## config.mk

```make
export PLATFORM = sky130hd
export DESIGN_NAME = htbd_ctrl
export DESIGN_NICKNAME = d
export VERILOG_FILES = /design/src/sv/htbd_pkg.sv /design/src/sv/htbd_ctrl.sv
export SDC_FILE = /design/constraint.sdc
export NUM_CORES = 1
export LEC_CHECK = 0
export ABC_AREA = 1
export BUFFER_PORTS_ARGS = -buffer_cell sky130_fd_sc_hd__buf_2
export CAP_MARGIN = 0
export CORE_AREA = 2 2 39 41
export DETAILED_ROUTE_END_ITERATION = 6
export DIE_AREA = 0 0 41 43
export HOLD_SLACK_MARGIN = 0.06
export PLACE_DENSITY = 0.58
export SYNTH_ARGS = -nofsm -noshare
export SYNTH_HDL_FRONTEND = slang
export SYNTH_SLANG_ARGS = --single-unit
```

## constraint.sdc

```tcl
create_clock -name clk -period 1.9 [get_ports clk]
set_input_delay 0.095 -clock clk [delete_from_list [all_inputs] [get_ports clk]]
set_output_delay 0.095 -clock clk [all_outputs]
set_load 0.005 [all_outputs]
```

## src/sv/htbd_pkg.sv

```systemverilog
// Shared types and constants for the Huffman tree build and decode unit.
package htbd_pkg;

  localparam int SYM_W = 8;
  localparam int CNT_W = 24;

  typedef enum logic [1:0] {
    OP_BUILD  = 2'd0,
    OP_DECODE = 2'd1,
    OP_CLEAR  = 2'd2
  } op_t;

  typedef enum logic [2:0] {
    KIND_NONE    = 3'd0,
    KIND_SYMBOL  = 3'd1,
    KIND_INVALID = 3'd2,
    KIND_IGNORED = 3'd3,
    KIND_FULL    = 3'd4
  } kind_t;

  typedef struct packed {
    op_t              op;
    logic             bit_req;
    logic             code_end;
    logic [SYM_W-1:0] symbol;
  } in_req_t;

  typedef struct packed {
    kind_t            kind;
    logic [SYM_W-1:0] out_symbol;
    logic             final_symbol;
  } out_rsp_t;

  typedef enum logic [1:0] {
    ST_IDLE,
    ST_EVAL,
    ST_LEAF,
    ST_ALLOC
  } state_t;

  typedef struct packed {
    logic accept;
    logic eval_go;
    logic pay_rd;
    logic leaf_go;
    logic zero_wr;
  } cmd_t;

  typedef struct packed {
    op_t  op;
    logic halted;
    logic child_zero;
    logic store_full;
  } sts_t;

endpackage

```

## src/sv/htbd_ctrl.sv

```systemverilog
// Sequencer for the tree unit: request handshake, stage order and output valid.
module htbd_ctrl import htbd_pkg::*; (
  input  logic clk,
  input  logic rst_n,
  input  logic in_valid,
  output logic in_ready,
  output logic out_valid,
  input  logic out_ready,
  input  sts_t sts,
  output cmd_t cmd
);

  state_t state_r, state_nxt;
  logic   out_valid_r, out_valid_nxt;
  logic   out_free;
  logic   load_out;

  assign out_free = !out_valid_r || out_ready;

  always_ff @(posedge clk) begin
    if (!rst_n) begin
      state_r     <= ST_IDLE;
      out_valid_r <= 1'b0;
    end else begin
      state_r     <= state_nxt;
      out_valid_r <= out_valid_nxt;
    end
  end

  always_comb begin
    state_nxt = state_r;
    cmd       = '0;
    in_ready  = 1'b0;
    load_out  = 1'b0;
    unique case (state_r)
      ST_IDLE: begin
        in_ready = 1'b1;
        if (in_valid) begin
          cmd.accept = 1'b1;
          state_nxt  = ST_EVAL;
        end
      end
      ST_EVAL: begin
        // a live decode step with a child present must look at the child's leaf mark
        if (sts.op == OP_DECODE && !sts.halted && !sts.child_zero) begin
          cmd.pay_rd = 1'b1;
          state_nxt  = ST_LEAF;
        end else if (out_free) begin
          cmd.eval_go = 1'b1;
          load_out    = 1'b1;
          if (sts.op == OP_BUILD && sts.child_zero && !sts.store_full) begin
            state_nxt = ST_ALLOC;
          end else begin
            state_nxt = ST_IDLE;
          end
        end
      end
      ST_LEAF: begin
        if (out_free) begin
          cmd.leaf_go = 1'b1;
          load_out    = 1'b1;
          state_nxt   = ST_IDLE;
        end
      end
      ST_ALLOC: begin
        // clear the links of the freshly allocated node
        cmd.zero_wr = 1'b1;
        state_nxt   = ST_IDLE;
      end
      default: begin
        state_nxt = ST_IDLE;
      end
    endcase
  end

  always_comb begin
    if (load_out) begin
      out_valid_nxt = 1'b1;
    end else if (out_ready) begin
      out_valid_nxt = 1'b0;
    end else begin
      out_valid_nxt = out_valid_r;
    end
  end

  assign out_valid = out_valid_r;

endmodule

```

==> key figures <==
Logic synthesis
  • Synth Register Bits: 3
  • Warnings from Yosys: 0
  • Post-Synthesis Cells: 44
  • Unique masters post-synth: 17
  • Avg Inst Size Synth: 7.024 µm²
  • Mapped Nets: 58
  • Synth Cell Area: 309.0 µm²
  • Sequential fraction of the synthesis area: 19.43%

Cells and area
  • Final core occ: 31.10%
  • Diode count: 0
  • Area of the multi-input gates: 215.2 µm²
  • Nets: 78
  • Register area: 60.06 µm²
  • Fraction of layout instances using a drive strength above 1: 38.10%
  • Final Cell Area: 430.4 µm²
  • Layout area overhead: 39.27%
  • Fillers: 166

STA
  • Final setup viols: 0
  • Least-Margin Pin Slew: 0.2023 ns
  • Slew margin rel.: 86.40%
  • Maximum clock rate: 745.0 MHz
  • Hold Violations, Final: 0
  • Crit path time final: 1.342 ns
  • Total Neg Setup Slack: 0 ns
  • Final period util: 70.64%
  • Setup Skew: 0.002810 ns
  • Worst Setup Slack, final: 0.5577 ns
  • Final Slew Violations: 0
  • RSZ-0062 raised after global routing: no

Placement
  • Gp weighted congestion: 0.7807
  • Port Buf Inserts: 15
  • Detailed placement HPWL: 545 µm
  • Place WS: 0.6422 ns
  • Placed Area: 404.1 µm²

Hold path
  • Worst Hold Path Cells: 2
  • Path type of the worst min-delay path: input pin to register
  • Hold Path Origin: rst_n
  • Hold Path End: out_valid$_SDFFE_PN0P_

Routing
  • Drt pass-1 iters: 1
  • Via Count: 304
  • Detailed Route WL: 615 µm
  • Drt drc: 0
  • Routed length per instance: 7.785 µm
  • Number of DRC markers in iteration 0: 0
  • Routed Antenna Nets: 0
  • Vias per std cell: 3.848

CTS
  • Root buffer cell: clkbuf_4
  • Worst-path clk slew: 0.04 ns
  • H-tree levels: 1
  • # clock sinks: 3
  • CTS Hold Bufs: 0
  • CTS Buffer Depth: 2
  • Skew-Pair Late Insertion Delay: 0.23 ns
  • TritonCTS Buffers: 3
  • Post-CTS setup buffers: 0
  • # resized after CTS: 0
  • TritonCTS clock tree: done

Power
  • Cell Pwr Density: 745.0 mW/mm²
  • Sw power: 108.6 µW
  • Internal power: 212.0 µW
  • Sequential power share: 25.1%
  • Peak supply drop: 305.9 µV
  • Leakage Power: 0.0002404 µW
  • Power share of the clock group: 34.0%
  • Comb pwr share: 40.9%
  • Sw Share: 33.88%

Setup path
  • Worst path required time: 1.80 ns
  • Max incr delay on CP: 0.32 ns
  • Critical path's most frequent cell: inv_1
  • Nature of the critical path startpoint: register
  • CP cell instances: inv_1, ha_1, nand3_1, inv_1, buf_2
  • Crit path from: state_r[1]$_SDFFE_PN0P_
  • RR Startpoint: state_r[1]$_SDFFE_PN0P_
  • Critical R2R Capture: state_r[1]$_SDFFE_PN0P_
  • Crit end category: primary output
  • Crit path DAT: 1.25 ns
  • Critical Path Slowest Stage Cell: dfxtp_1
  • CP Max Fanout: 5
  • Worst R2R Path Depth: 6
  • R2R Setup Slk: 0.67 ns
  • Critical path class: register to primary output

Floorplanning
  • Initial core utilization: 22.33%
  • Die height: 43 µm
  • Die Wd: 41 µm
  • Core area: 0.001384 mm²
  • Io pins: 16
  • Cell row count: 14
  • Die area: 0.001763 mm²

GRT
  • Vias in the first global route: 307
  • Gr ovfl total: 0
  • First-pass GRT wire length: 993 µm
  • Pin count of the biggest net entering global routing: 6
  • Gr usage total: 8.434%
  • Initial antenna violation count: 0

Job
  • # Max-Cap Violations: 0

Outcome
  • Run status: finished, final reports clean
## worst max-delay path: cells and delay by family, from the launching register on
| family | cells | cell delay, ns |
|---|---|---|
| adder cells (fa/ha/maj) | 1 | 0.28 |
| buffers and inverters | 3 | 0.28 |
| flip-flops | 1 | 0.32 |
| AND/OR/NAND/NOR | 1 | 0.13 |
## metal layers
layer / share of wire [%] / track usage, % / wire length, µm / up-vias
li1: - / - / - / 172
met1: 38 / 6.752 / 233 / 125
met2: 56 / 15.94 / 342 / 7
met3: 6.5 / 1.571 / 40 / 0
met4: 0 / 6.000 / 0 / 0
met5: 0 / 0 / 0 / -
## cell type report
cell class,count,share of cell area [%]
Clock buffer,4,6.105
Inverter,9,7.849
Multi-Input combinational cell,32,50.00
Sequential cell,3,13.95
Tap cell,16,4.651
Timing Repair Buffer,15,17.44
## how the worst max path moves through the flow
| stage | to | slack [ns] | cells past startpoint |
|---|---|---|---|
| 2_1_floorplan | out_valid$_SDFFE_PN0P_ | 0.83 | 4 |
| 3_3_place_gp | state_r[1]$_SDFFE_PN0P_ | 0.66 | 6 |
| 3_5_place_dp | state_r[1]$_SDFFE_PN0P_ | 0.64 | 6 |
| 4_1_cts | cmd[2] | 0.53 | 5 |
| 5_1_grt | cmd[2] | 0.44 | 5 |
| 6_report | cmd[2] | 0.56 | 5 |
## power by group through the flow
stage	Combinational (µW)	Clock, µW	Sequential (µW)
final	131	109	80.6
after global routing	153	118	82.3
after global placement	134	0	81.4
after floorplan	89.4	0	81.2
after CTS	134	117	80.8
after detailed placement	134	0	81.8
## cells in the final DEF (no fill, tap or decap)
cell / instances
nor2_1: 8
nand3_1: 1
ha_1: 5
o31ai_1: 1
clkinv_1: 1
clkbuf_4: 3
nand3_4: 1
nand4_1: 1
nand2_2: 2
a21boi_1: 1
nor2_2: 1
a21oi_1: 1
clkbuf_1: 1
inv_1: 8
buf_2: 15
nand2_1: 7
o21a_1: 1
nand3_2: 1
nor2_4: 1
dfxtp_1: 3
## per-stage QoR
stage                     power [µW]  std cells  hold WS (ns)
after floorplan                170.6         44        0.2125
after global placement         215.7         75        0.3429
after detailed placement       215.9         75        0.3483
after CTS                      331.9         79        0.1055
after global routing           353.0         79        0.1261
final                          320.7         79        0.1100
## cell families (layout without fill, tap and decap cells)
kind of cell	after synthesis	after routing	share of synthesized area [%]
flip-flops	3	3	19.43
AO/OA/AOI/OAI	4	4	8.908
AND/OR/NAND/NOR	23	23	40.49
adder cells (fa/ha/maj)	5	5	20.24
buffers and inverters	9	28	10.93
## Yosys cell counts (all sizes together)
| cell | instances | area share [%] |
|---|---|---|
| a21boi | 1 | 2.4 |
| a21oi | 1 | 1.6 |
| clkinv | 1 | 1.2 |
| dfxtp | 3 | 19 |
| ha | 5 | 20 |
| inv | 8 | 9.7 |
| nand2 | 9 | 13 |
| nand3 | 3 | 11 |
| nand4 | 1 | 2.0 |
| nor2 | 10 | 15 |
| o21a | 1 | 2.4 |
| o31ai | 1 | 2.4 |
## flip-flops by register name, indices dropped and copies added (netlist names)
name	count
state_r	2
out_valid	1
No activity file was read; power rests on OpenSTA's default activity.
